[config.mk]
export PLATFORM = sky130hd
export DESIGN_NAME = encoder_velocity_pid
export DESIGN_NICKNAME = d
export VERILOG_FILES = /design/src/rtl/core/evpid_pkg.sv /design/src/rtl/core/encoder_velocity_pid.sv /design/src/rtl/core/evpid_mul.sv /design/src/rtl/core/evpid_div.sv
export VERILOG_INCLUDE_DIRS = /design/src /design/src/rtl/core
export SDC_FILE = /design/constraint.sdc
export NUM_CORES = 2
export LEC_CHECK = 0
export BUFFER_PORTS_ARGS = -buffer_cell sky130_fd_sc_hd__clkbuf_2
export CORE_MARGIN = 1
export CORE_UTILIZATION = 37
export DETAILED_ROUTE_END_ITERATION = 10
export GPL_TIMING_DRIVEN = 0
export HOLD_SLACK_MARGIN = 0.06
export PLACE_DENSITY = 0.57
export REMOVE_ABC_BUFFERS = 1
export SKIP_LAST_GASP = 1
export SLEW_MARGIN = 25
export SYNTH_ARGS = -nofsm -noshare
export SYNTH_HDL_FRONTEND = slang
export SYNTH_SLANG_ARGS = --single-unit
[constraint.sdc]
create_clock -name clk -period 20.3 [get_ports clk]
set_input_delay 4.06 -clock clk [delete_from_list [all_inputs] [get_ports clk]]
set_output_delay 4.06 -clock clk [all_outputs]
set_load 0.01 [all_outputs]
[src/rtl/core/encoder_velocity_pid_defines.svh]
// Assertion macros used by the encoder velocity PID top level.
`ifndef ENCODER_VELOCITY_PID_DEFINES_SVH
`define ENCODER_VELOCITY_PID_DEFINES_SVH

// Same-cycle implication, sampled on clk, off while rst_n is low.
`define EVPID_ASSERT_IMP(lbl, ante, cons, msg) \
  lbl: assert property (@(posedge clk) disable iff (!rst_n) (ante) |-> (cons)) \
    else $error(msg);

// Next-cycle implication, sampled on clk, off while rst_n is low.
`define EVPID_ASSERT_NXT(lbl, ante, cons, msg) \
  lbl: assert property (@(posedge clk) disable iff (!rst_n) (ante) |=> (cons)) \
    else $error(msg);

`endif

[src/rtl/core/evpid_pkg.sv]
// Shared types and constants for the encoder velocity PID block.
package evpid_pkg;

  // Configuration port
  localparam int CFG_IDX_W  = 3;
  localparam int CFG_DATA_W = 32;

  // Configuration register indexes
  typedef enum logic [CFG_IDX_W-1:0] {
    REG_OPEN_LOOP  = 3'd0,
    REG_PROP_GAIN  = 3'd1,
    REG_INTEG_GAIN = 3'd2,
    REG_DERIV_GAIN = 3'd3,
    REG_ENC_SCALE  = 3'd4,
    REG_PWM_SCALE  = 3'd5
  } cfg_reg_t;

  // Bit-serial multiplier: multiplicand x multiplier -> product
  localparam int MUL_A_W   = 48;
  localparam int MUL_B_W   = 32;
  localparam int MUL_P_W   = MUL_A_W + MUL_B_W;
  localparam int MUL_CNT_W = $clog2(MUL_B_W);

  // Bit-serial divider: dividend / divisor -> quotient
  localparam int DIV_N_W   = 64;
  localparam int DIV_D_W   = 16;
  localparam int DIV_CNT_W = $clog2(DIV_N_W + 1);

  // Command limit and the Q32.32 integer part at which a command clips
  localparam logic [9:0]  CMD_LIMIT  = 10'd400;
  localparam logic [47:0] CLIP_LEVEL = 48'd401;

  typedef struct packed {
    logic signed [31:0] encoder_count;
    logic signed [31:0] target_velocity;
    logic        [15:0] elapsed_us;
  } evpid_in_t;

  typedef struct packed {
    logic signed [9:0] motor_command;
    logic              clipped;
  } evpid_out_t;

  // Status of a serial arithmetic unit
  typedef struct packed {
    logic busy;
    logic done;
  } evpid_unit_sts_t;

endpackage

[src/rtl/core/encoder_velocity_pid.sv]
// Encoder velocity PID controller: top level with sequencer, state and config registers.
//
// One request in, one command out. Velocity is the count delta times enc_scale
// over elapsed_us; error, saturating 48-bit error integral and derivative feed
// three gain terms whose sum, times pwm_scale, gives a command saturated to
// +-400 (clipped flags saturation). All arithmetic goes through one bit-serial
// multiplier and one bit-serial divider, used in turn. Closed loop: six products
// and two quotients per request. Open loop: one product. A new request is taken
// as soon as the sequencer is back in idle, even while the previous command
// still waits on out_stall.
`include "encoder_velocity_pid_defines.svh"

module encoder_velocity_pid (
  input  logic                                clk,
  input  logic                                rst_n,
  input  logic                                in_valid,
  output logic                                in_stall,
  input  evpid_pkg::evpid_in_t                in_data,
  output logic                                out_valid,
  input  logic                                out_stall,
  output evpid_pkg::evpid_out_t               out_data,
  input  logic                                cfg_we,
  input  logic [evpid_pkg::CFG_IDX_W-1:0]     cfg_index,
  input  logic [evpid_pkg::CFG_DATA_W-1:0]    cfg_wdata
);

  localparam int AW = evpid_pkg::MUL_A_W;
  localparam int BW = evpid_pkg::MUL_B_W;
  localparam int PW = evpid_pkg::MUL_P_W;
  localparam int NW = evpid_pkg::DIV_N_W;
  localparam int CNW = evpid_pkg::DIV_CNT_W;

  localparam logic [60:0] TERM_LIMIT = {1'b1, 60'b0};

  typedef enum logic [3:0] {
    S_IDLE,
    S_VEL_MUL,
    S_VEL_DIV,
    S_ISUM_MUL,
    S_DER_DIV,
    S_P_TERM,
    S_I_TERM,
    S_D_TERM,
    S_CMD_MUL,
    S_DONE
  } state_t;

  function automatic logic [31:0] abs32(input logic [31:0] v);
    return v[31] ? (~v + 32'd1) : v;
  endfunction

  function automatic logic [32:0] abs33(input logic [32:0] v);
    return v[32] ? (~v + 33'd1) : v;
  endfunction

  function automatic logic [47:0] abs48(input logic [47:0] v);
    return v[47] ? (~v + 48'd1) : v;
  endfunction

  function automatic logic [62:0] abs63(input logic [62:0] v);
    return v[62] ? (~v + 63'd1) : v;
  endfunction

  // Config and architectural state
  logic        open_loop_r;
  logic [31:0] prop_gain_r;
  logic [31:0] integ_gain_r;
  logic [31:0] deriv_gain_r;
  logic [31:0] enc_scale_r;
  logic [31:0] pwm_scale_r;
  logic [31:0] last_count_r;
  logic [31:0] last_error_r;
  logic [47:0] error_sum_r;

  // Sequencer and per-request working registers
  state_t      state_r;
  logic        run_r;
  logic        out_valid_r;
  evpid_pkg::evpid_out_t out_data_r;
  logic [31:0] target_r;
  logic [15:0] dt_r;
  logic [31:0] diff_mag_r;
  logic        diff_neg_r;
  logic [31:0] err_r;
  logic        dneg_r;
  logic [32:0] deriv_mag_r;
  logic [62:0] sum_r;

  // Arithmetic unit hookup
  logic                        mul_start;
  logic [AW-1:0]               mul_a;
  logic [BW-1:0]               mul_b;
  logic [PW-1:0]               mul_prod;
  evpid_pkg::evpid_unit_sts_t  mul_sts;
  logic                        div_start;
  logic [NW-1:0]               div_dvd;
  logic [CNW-1:0]              div_nbits;
  logic [NW-1:0]               div_quot;
  evpid_pkg::evpid_unit_sts_t  div_sts;

  // Combinational datapath
  logic        in_fire;
  logic        out_free;
  logic        unit_done;
  logic [31:0] cnt_diff;
  logic [32:0] err_diff;
  logic [31:0] vel;
  logic [32:0] err_wide;
  logic [31:0] err_nxt;
  logic [48:0] isum_term;
  logic [48:0] isum_wide;
  logic [47:0] isum_nxt;
  logic [63:0] term_raw;
  logic [60:0] term_mag;
  logic        term_neg;
  logic [62:0] term_ext;
  logic [62:0] sum_nxt;
  logic [62:0] cmd_src;
  logic [40:0] cmd_mag;
  logic [47:0] cmd_int;
  logic        cmd_clip;
  logic [8:0]  cmd_abs;
  logic [9:0]  cmd_val;

  assign in_stall  = (state_r != S_IDLE);
  assign in_fire   = in_valid && !in_stall;
  assign out_free  = !out_valid_r || !out_stall;
  assign unit_done = mul_sts.done || div_sts.done;
  assign cnt_diff  = in_data.encoder_count - last_count_r;
  assign err_diff  = {err_r[31], err_r} - {last_error_r[31], last_error_r};

  // Unit operands by sequencer step
  always_comb begin
    mul_start = 1'b0;
    mul_a     = '0;
    mul_b     = '0;
    div_start = 1'b0;
    div_dvd   = '0;
    div_nbits = '0;
    unique case (state_r)
      S_VEL_MUL: begin
        mul_start = !run_r;
        mul_a     = AW'(diff_mag_r);
        mul_b     = enc_scale_r;
      end
      S_VEL_DIV: begin
        div_start = !run_r;
        div_dvd   = mul_prod[NW-1:0];
        div_nbits = CNW'(NW);
      end
      S_ISUM_MUL: begin
        mul_start = !run_r;
        mul_a     = AW'(abs32(err_r));
        mul_b     = BW'(dt_r);
      end
      S_DER_DIV: begin
        // |delta| left-justified so only its 33 bits are divided
        div_start = !run_r;
        div_dvd   = {abs33(err_diff), 31'b0};
        div_nbits = CNW'(33);
      end
      S_P_TERM: begin
        mul_start = !run_r;
        mul_a     = AW'(abs32(err_r));
        mul_b     = prop_gain_r;
      end
      S_I_TERM: begin
        mul_start = !run_r;
        mul_a     = abs48(error_sum_r);
        mul_b     = integ_gain_r;
      end
      S_D_TERM: begin
        mul_start = !run_r;
        mul_a     = AW'(deriv_mag_r);
        mul_b     = deriv_gain_r;
      end
      S_CMD_MUL: begin
        mul_start = !run_r;
        mul_a     = AW'(cmd_mag);
        mul_b     = pwm_scale_r;
      end
      default: begin
      end
    endcase
  end

  // Velocity and error, saturated to 32 bits
  always_comb begin
    if (|div_quot[NW-1:31]) begin
      vel = diff_neg_r ? 32'h8000_0000 : 32'h7fff_ffff;
    end else begin
      vel = diff_neg_r ? (~{1'b0, div_quot[30:0]} + 32'd1) : {1'b0, div_quot[30:0]};
    end
    err_wide = {target_r[31], target_r} - {vel[31], vel};
    if (err_wide[32] != err_wide[31]) begin
      err_nxt = err_wide[32] ? 32'h8000_0000 : 32'h7fff_ffff;
    end else begin
      err_nxt = err_wide[31:0];
    end
  end

  // Error integral, saturated to 48 bits
  always_comb begin
    isum_term = err_r[31] ? (~{2'b0, mul_prod[46:0]} + 49'd1) : {2'b0, mul_prod[46:0]};
    isum_wide = {error_sum_r[47], error_sum_r} + isum_term;
    if (isum_wide[48] != isum_wide[47]) begin
      isum_nxt = isum_wide[48] ? {1'b1, 47'b0} : {1'b0, {47{1'b1}}};
    end else begin
      isum_nxt = isum_wide[47:0];
    end
  end

  // Gain term: Q32.32 product back to Q16.16, magnitude capped at 2^60
  always_comb begin
    term_raw = mul_prod[79:16];
    if ((|term_raw[63:61]) || (term_raw[60] && (|term_raw[59:0]))) begin
      term_mag = TERM_LIMIT;
    end else begin
      term_mag = term_raw[60:0];
    end
    priority case (state_r)
      S_P_TERM: term_neg = err_r[31];
      S_I_TERM: term_neg = error_sum_r[47];
      default:  term_neg = dneg_r;
    endcase
    term_ext = term_neg ? (~{2'b0, term_mag} + 63'd1) : {2'b0, term_mag};
    sum_nxt  = sum_r + term_ext;
  end

  // Command: anything at or above 2^41 clips for any nonzero scale
  always_comb begin
    cmd_src  = abs63(sum_r);
    cmd_mag  = (|cmd_src[62:41]) ? {41{1'b1}} : cmd_src[40:0];
    cmd_int  = mul_prod[79:32];
    cmd_clip = (cmd_int >= evpid_pkg::CLIP_LEVEL);
    cmd_abs  = cmd_clip ? evpid_pkg::CMD_LIMIT[8:0] : cmd_int[8:0];
    cmd_val  = sum_r[62] ? (~{1'b0, cmd_abs} + 10'd1) : {1'b0, cmd_abs};
  end

  always_ff @(posedge clk) begin
    if (!rst_n) begin
      state_r      <= S_IDLE;
      run_r        <= 1'b0;
      out_valid_r  <= 1'b0;
      open_loop_r  <= 1'b0;
      prop_gain_r  <= '0;
      integ_gain_r <= '0;
      deriv_gain_r <= '0;
      enc_scale_r  <= '0;
      pwm_scale_r  <= '0;
      last_count_r <= '0;
      last_error_r <= '0;
      error_sum_r  <= '0;
    end else begin
      if (cfg_we) begin
        unique case (cfg_index)
          evpid_pkg::REG_OPEN_LOOP:  open_loop_r  <= cfg_wdata[0];
          evpid_pkg::REG_PROP_GAIN:  prop_gain_r  <= cfg_wdata;
          evpid_pkg::REG_INTEG_GAIN: integ_gain_r <= cfg_wdata;
          evpid_pkg::REG_DERIV_GAIN: deriv_gain_r <= cfg_wdata;
          evpid_pkg::REG_ENC_SCALE:  enc_scale_r  <= cfg_wdata;
          evpid_pkg::REG_PWM_SCALE:  pwm_scale_r  <= cfg_wdata;
          default: begin
          end
        endcase
      end

      // new command loads as the held one leaves
      if (state_r == S_DONE && out_free) begin
        out_valid_r <= 1'b1;
      end else if (out_valid_r && !out_stall) begin
        out_valid_r <= 1'b0;
      end

      unique case (state_r)
        S_IDLE: begin
          if (in_fire) begin
            target_r     <= in_data.target_velocity;
            dt_r         <= (in_data.elapsed_us == '0) ? 16'd1 : in_data.elapsed_us;
            diff_mag_r   <= abs32(cnt_diff);
            diff_neg_r   <= cnt_diff[31];
            last_count_r <= in_data.encoder_count;
            if (open_loop_r) begin
              sum_r   <= {{31{in_data.target_velocity[31]}}, in_data.target_velocity};
              state_r <= S_CMD_MUL;
            end else begin
              sum_r   <= '0;
              state_r <= S_VEL_MUL;
            end
          end
        end
        S_VEL_MUL: begin
          if (!run_r) begin
            run_r <= 1'b1;
          end else if (unit_done) begin
            run_r   <= 1'b0;
            state_r <= S_VEL_DIV;
          end
        end
        S_VEL_DIV: begin
          if (!run_r) begin
            run_r <= 1'b1;
          end else if (unit_done) begin
            run_r   <= 1'b0;
            err_r   <= err_nxt;
            state_r <= S_ISUM_MUL;
          end
        end
        S_ISUM_MUL: begin
          if (!run_r) begin
            run_r <= 1'b1;
          end else if (unit_done) begin
            run_r       <= 1'b0;
            error_sum_r <= isum_nxt;
            state_r     <= S_DER_DIV;
          end
        end
        S_DER_DIV: begin
          if (!run_r) begin
            run_r  <= 1'b1;
            dneg_r <= err_diff[32];
          end else if (unit_done) begin
            run_r        <= 1'b0;
            deriv_mag_r  <= div_quot[32:0];
            last_error_r <= err_r;
            state_r      <= S_P_TERM;
          end
        end
        S_P_TERM: begin
          if (!run_r) begin
            run_r <= 1'b1;
          end else if (unit_done) begin
            run_r   <= 1'b0;
            sum_r   <= sum_nxt;
            state_r <= S_I_TERM;
          end
        end
        S_I_TERM: begin
          if (!run_r) begin
            run_r <= 1'b1;
          end else if (unit_done) begin
            run_r   <= 1'b0;
            sum_r   <= sum_nxt;
            state_r <= S_D_TERM;
          end
        end
        S_D_TERM: begin
          if (!run_r) begin
            run_r <= 1'b1;
          end else if (unit_done) begin
            run_r   <= 1'b0;
            sum_r   <= sum_nxt;
            state_r <= S_CMD_MUL;
          end
        end
        S_CMD_MUL: begin
          if (!run_r) begin
            run_r <= 1'b1;
          end else if (unit_done) begin
            run_r   <= 1'b0;
            state_r <= S_DONE;
          end
        end
        S_DONE: begin
          // product stays in the multiplier until the next start
          if (out_free) begin
            out_data_r.motor_command <= cmd_val;
            out_data_r.clipped       <= cmd_clip;
            state_r                  <= S_IDLE;
          end
        end
        default: begin
          state_r <= S_IDLE;
        end
      endcase
    end
  end

  assign out_valid = out_valid_r;
  assign out_data  = out_data_r;

  evpid_mul u_mul (
    .clk   (clk),
    .rst_n (rst_n),
    .start (mul_start),
    .a     (mul_a),
    .b     (mul_b),
    .sts   (mul_sts),
    .prod  (mul_prod)
  );

  evpid_div u_div (
    .clk      (clk),
    .rst_n    (rst_n),
    .start    (div_start),
    .dividend (div_dvd),
    .divisor  (dt_r),
    .nbits    (div_nbits),
    .sts      (div_sts),
    .quot     (div_quot)
  );

  `EVPID_ASSERT_IMP(a_mul_start_free, mul_start, !mul_sts.busy && !mul_sts.done, "multiplier restarted while busy")
  `EVPID_ASSERT_IMP(a_div_start_free, div_start, !div_sts.busy && !div_sts.done, "divider restarted while busy")
  `EVPID_ASSERT_IMP(a_out_from_done, $rose(out_valid), $past(state_r) == S_DONE, "result raised outside done step")
  `EVPID_ASSERT_IMP(a_clip_at_limit, out_valid && out_data.clipped, out_data.motor_command == 10'sd400 || out_data.motor_command == -10'sd400, "clipped command not at limit")

endmodule

[src/rtl/core/evpid_mul.sv]
// Bit-serial unsigned shift-add multiplier, one multiplier bit per cycle.
module evpid_mul (
  input  logic                              clk,
  input  logic                              rst_n,
  input  logic                              start,
  input  logic [evpid_pkg::MUL_A_W-1:0]     a,
  input  logic [evpid_pkg::MUL_B_W-1:0]     b,
  output evpid_pkg::evpid_unit_sts_t        sts,
  output logic [evpid_pkg::MUL_P_W-1:0]     prod
);

  localparam int AW = evpid_pkg::MUL_A_W;
  localparam int BW = evpid_pkg::MUL_B_W;
  localparam int PW = evpid_pkg::MUL_P_W;
  localparam int CW = evpid_pkg::MUL_CNT_W;

  logic [PW-1:0] acc_r;
  logic [AW-1:0] a_r;
  logic [CW-1:0] cnt_r;
  logic          busy_r;
  logic          done_r;

  logic [AW-1:0] addend;
  logic [AW:0]   hi_sum;
  logic [PW-1:0] acc_nxt;

  // Multiplier sits in the low half and shifts out as the product shifts in.
  always_comb begin
    addend  = acc_r[0] ? a_r : '0;
    hi_sum  = {1'b0, acc_r[PW-1:BW]} + {1'b0, addend};
    acc_nxt = {hi_sum, acc_r[BW-1:1]};
  end

  always_ff @(posedge clk) begin
    if (!rst_n) begin
      busy_r <= 1'b0;
      done_r <= 1'b0;
      cnt_r  <= '0;
    end else begin
      done_r <= 1'b0;
      if (start) begin
        busy_r <= 1'b1;
        cnt_r  <= '0;
      end else if (busy_r) begin
        cnt_r <= cnt_r + 1'b1;
        if (cnt_r == CW'(BW - 1)) begin
          busy_r <= 1'b0;
          done_r <= 1'b1;
        end
      end
    end
  end

  always_ff @(posedge clk) begin
    if (start) begin
      acc_r <= {{AW{1'b0}}, b};
      a_r   <= a;
    end else if (busy_r) begin
      acc_r <= acc_nxt;
    end
  end

  assign sts.busy = busy_r;
  assign sts.done = done_r;
  assign prod     = acc_r;

endmodule

[src/rtl/core/evpid_div.sv]
// Bit-serial restoring divider, one quotient bit per cycle from the dividend MSB.
module evpid_div (
  input  logic                                clk,
  input  logic                                rst_n,
  input  logic                                start,
  input  logic [evpid_pkg::DIV_N_W-1:0]       dividend,
  input  logic [evpid_pkg::DIV_D_W-1:0]       divisor,
  input  logic [evpid_pkg::DIV_CNT_W-1:0]     nbits,
  output evpid_pkg::evpid_unit_sts_t          sts,
  output logic [evpid_pkg::DIV_N_W-1:0]       quot
);

  localparam int NW = evpid_pkg::DIV_N_W;
  localparam int DW = evpid_pkg::DIV_D_W;
  localparam int CW = evpid_pkg::DIV_CNT_W;

  logic [NW-1:0] dvd_r;
  logic [DW-1:0] dsr_r;
  logic [DW-1:0] rem_r;
  logic [NW-1:0] quo_r;
  logic [CW-1:0] cnt_r;
  logic          busy_r;
  logic          done_r;

  logic [DW:0]   trial;
  logic [DW:0]   trial_sub;
  logic          q_bit;

  always_comb begin
    trial     = {rem_r, dvd_r[NW-1]};
    trial_sub = trial - {1'b0, dsr_r};
    q_bit     = (trial >= {1'b0, dsr_r});
  end

  always_ff @(posedge clk) begin
    if (!rst_n) begin
      busy_r <= 1'b0;
      done_r <= 1'b0;
      cnt_r  <= '0;
    end else begin
      done_r <= 1'b0;
      if (start) begin
        busy_r <= 1'b1;
        cnt_r  <= nbits;
      end else if (busy_r) begin
        cnt_r <= cnt_r - 1'b1;
        if (cnt_r == CW'(1)) begin
          busy_r <= 1'b0;
          done_r <= 1'b1;
        end
      end
    end
  end

  always_ff @(posedge clk) begin
    if (start) begin
      dvd_r <= dividend;
      dsr_r <= divisor;
      rem_r <= '0;
      quo_r <= '0;
    end else if (busy_r) begin
      dvd_r <= {dvd_r[NW-2:0], 1'b0};
      rem_r <= q_bit ? trial_sub[DW-1:0] : trial[DW-1:0];
      quo_r <= {quo_r[NW-2:0], q_bit};
    end
  end

  assign sts.busy = busy_r;
  assign sts.done = done_r;
  assign quot     = quo_r;

endmodule

==> results.md <==
STA:
- The maximum clock skew at final layout is 57.29 ps.
- Setup repair after global routing left no endpoint under its margin.
- Setup violations remaining at the end of the flow were counted as 0.
- For the finished layout, the period the worst path requires is between 10000 and 15000 ps.
- The count of pins over their slew limit was 0.
- The highest attainable clock frequency is between 90 and 100 MHz.
- The count of endpoints failing hold in the final timing report is 0.
- In the final timing run, aggregate negative setup slack is 0 ps.
- The pin slew with the least headroom to its limit is 1102 ps.
- Headroom to the max-slew limit came out at about a quarter.
- The worst path uses 49.29% of the clock period.

Power:
- The internal power consumption is between 4 and 5 mW.
- The power density over the cells is roughly 120 nW/um2.
- The sequential fraction of design power is a little under a third.
- The static power due to leakage is approximately 23 nW.
- The switching component of the power is about 3.0 mW.
- Across the VDD grid, the largest voltage drop is 70.09 uV.
- The clock network accounts for 24.6% of the total power.
- Combinational logic is responsible for between 40% and 50% of the overall power.
- The fraction of power spent switching nets is roughly two fifths.

Drt:
- The total number of vias is 48621.
- The detail route stage leaves a number of antenna-violating nets equal to 0.
- For this run, the detailed router's first-pass iteration total came to 6.
- The first-iteration detailed-routing DRC count is 4956.
- After detailed routing, the average wire length per cell comes to 21.74 um.
- Summed over all layers, the routed wires come to roughly 180 mm.
- The remaining design rule violation count is 0.
- The average vias per placed instance is between 5 and 6.

Clocking:
- The tree built by TritonCTS fans out to about 800 sinks.
- The clock tree synthesis step divided the H-tree into 3 levels.
- Counting along the longest clock path gives a buffer depth of 3.
- The number of clock buffers added by TritonCTS is 96.
- Once the clock tree was built, the setup fixing pass inserted 0 buffers.
- Once the clock tree was built, the resizer swapped 0 gates to a different size.
- The cell at the root of the clock tree is clkbuf_16.
- After clock tree synthesis, the clock-pin slew on the worst setup and hold paths is about 60 ps.
- In this run, post-CTS hold repair placed 0 buffers.
- The clock tree from TritonCTS is done.
- The insertion delay of the later-clocked pin in the worst-skew pair is between 700 and 800 ps.

Worst setup path:
- STA puts the critical path data arrival time at 10430 ps.
- The kind of launch point of the worst setup path is a flop.
- Among all stages on the critical path, the largest delay is contributed by a211oi_1.
- The category of the worst setup path capture point is a flop.
- Together, buffers and inverters on the worst path number 3.
- On the worst path, the slowest cell contributes a delay of around 700 ps.
- STA puts the critical path data required time at just over 20000 ps.
- The critical path in this run is classified as reg2reg.
- Of all nets on the critical path, the largest fanout is 21.
- The cell type group with the largest total delay on the critical path is compound AO/OA/AOI/OAI gates.

Die:
- The floorplan step defined a die boundary enclosing between 100000 and 150000 um2.
- The y dimension of the die is ~390 um.
- The floorplan has between 100 and 150 rows.
- The die is roughly 390 um wide.
- The number of I/O pins is approximately 130.
- Once the floorplan was initialized, standard cells occupied between 30% and 40% of the core.
- The core region is around 150000 um2.

Layout:
- Leaving out fill and tap cells, the most frequent cell in the layout is nand2_1.
- Relative to the synthesized area, the layout overhead comes to 12.49%.
- Of the cells placed in the final design, the portion with a size suffix greater than 1 is between 8 and 9%.
- The total number of nets in the final design is 6775.
- The count of filler cells inserted in the layout is between 10000 and 15000.
- The final design instance area without fill is ~61000 um2.
- In the layout the commonest cells are nand2_1 (795), a21oi_1 (705), o21ai_0 (450).

Global routing:
- Global routing used a little under a quarter of the available tracks.
- The initial antenna violation count is 4.
- Entering global routing, the biggest net connects 105 pins.
- Summed over all layers, the global routing overflow is 0.
- The first global-routing pass estimated ~280 mm of wire.
- The via count of the first global-routing pass is 45007.

Logic synthesis:
- Sequential elements use between 30% and 40% of the synthesized area.
- The number of enable flip-flop cells after synthesis is between 300 and 400.
- The post-synth design cell area is between 50000 and 60000 um2.
- The share of synthesized flip-flops with an asynchronous set or reset is 0%.
- During synthesis, Yosys emitted a total of 0 warnings.
- The flip-flop and latch count after synthesis is ~800.
- The synthesized area per cell is between 8 and 9 um2.
- The flip-flop cell with the highest count after synthesis is dfxtp_1.
- Yosys mapped the design onto slightly below 100 distinct sky130hd cell types.
- The number of cells produced by synthesis is 6415.

Placement:
- At the end of routability-driven placement, the weighted congestion stood at slightly below 1.
- The placed wire-length estimate is around 140 mm.
- The placed standard-cell area is roughly 58000 um2.
- During placement, the flow inserted port buffers numbering about 130.

Worst hold path:
- The class of the tightest hold or removal check is reg2reg.

Job:
- The max-cap violation count is 0.

Outcome:
- The run finished with clean final reports.
[layer usage]
metal  GRT usage (%)  wire length (um)
met4           8.877              6414
met2           37.47             80510
met1           33.28             82270
met3           3.344             12500
met5               0                 0
[cell type report]
class                      count  area, um2  share of cell area, %
tap                         1917       2399                  3.928
clock buffer                 132       2669                  4.371
antenna                        4      10.01                0.01639
timing repair buffer         226       2233                  3.658
sequential                   804      19920                  32.63
multi-input combinational   5031      32500                  53.23
inverter                     196      758.2                  1.242
clock inverter                47      569.3                 0.9323
[flip-flops by register name, indices dropped and copies added (netlist names), 5 cells and up]
register,cells
err_r,32
integ_gain_r,32
u_mul.a_r,48
error_sum_r,48
u_div.dsr_r,16
dt_r,16
prop_gain_r,32
sum_r,63
last_error_r,32
u_div.rem_r,16
target_r,32
out_data,11
u_mul.prod,80
u_div.dvd_r,64
pwm_scale_r,32
u_div.cnt_r,7
diff_mag_r,32
last_count_r,32
u_div.quot,64
enc_scale_r,32
deriv_gain_r,32
u_mul.cnt_r,5
deriv_mag_r,33
[cells by family (layout without fill, tap and decap cells)]
logic type / after synthesis / after routing / synth area share (%)
buffers and inverters: 580 / 601 / 4.110
adders and majority gates: 333 / 333 / 7.620
AOI/OAI and AO/OA: 2040 / 2040 / 23.62
other: 0 / 4 / 0
xor gates and xnor gates: 478 / 478 / 7.761
muxes: 129 / 129 / 2.427
and+or+nand+nor: 2051 / 2051 / 17.79
DFF: 804 / 804 / 36.68
[metrics by stage]
stage               setup WS [ps]  hold slack, ps  instances  utilization [%]  power, mW
floorplan                   10890           418.5       6031                -      4.444
global placement             3988           437.9       8080            38.37      5.348
detailed placement          10580           444.1       8174            39.71      5.458
CTS                         10530           451.8       8353            41.94      7.273
global route                 9988           468.7       8356            41.95      7.707
finish                      10290           449.5       8357            41.95      7.279
[path summary, 6_finish.rpt]
path	slack (ps)	end	startpoint	cells past startpoint
max reg2reg	10290	sum_r[61]	u_mul.prod[20]	26
max	10290	sum_r[61]	u_mul.prod[20]	26
min reg2reg	450	prop_gain_r[20]	prop_gain_r[20]	2
min	450	prop_gain_r[20]	prop_gain_r[20]	2
[synthesized netlist by cell type (57+ instances only)]
cell type	instances	area, um2
nor4_1	59	369.1
nor3_1	129	645.6
ha_1	293	3666
dfxtp_1	423	8468
nand2_1	801	3007
a21oi_1	707	3538
a31oi_1	80	500.5
inv_1	191	716.9
and2_1	78	488.0
a22o_1	83	727.0
o31ai_1	65	488.0
xnor2_1	295	2584
o21ai_0	451	2257
a21o_1	167	1254
xor2_1	181	1585
edfxtp_1	381	11440
nor2b_1	57	356.6
mux2i_1	108	1081
clkbuf_1	353	1325
or3_1	60	375.4
nand3_1	143	715.7
nor2_1	434	1629
[power groups by stage]
stage / sequential [mW] / clock [mW] / combinational [mW]
final: 2.31 / 1.79 / 3.18
after global routing: 2.33 / 1.89 / 3.50
after CTS: 2.30 / 1.83 / 3.15
after detailed placement: 2.33 / 0 / 3.13
after global placement: 2.38 / 0 / 2.97
after floorplan: 2.22 / 0 / 2.23
[worst register-to-register path: stages (launching register included)]
cell and delay, ps:
edfxtp_1 580, or4_1 630, or3_1 410, or3_1 490, nor3_1 380, nand2_1 200
a21oi_4 260, buf_16 190, buf_16 180, nand2_1 120, ha_2 460, nor2_4 610
nor2_4 250, buf_16 230, a311oi_1 530, ha_1 420, nand2_1 90, o21ai_0 120
o41ai_1 600, a21oi_1 390, a211oi_1 700, o31ai_1 320, o41ai_1 590, o211ai_1 370
o31ai_1 350, xor2_1 170, o21ai_0 80
(Power assumes the default switching activity.)
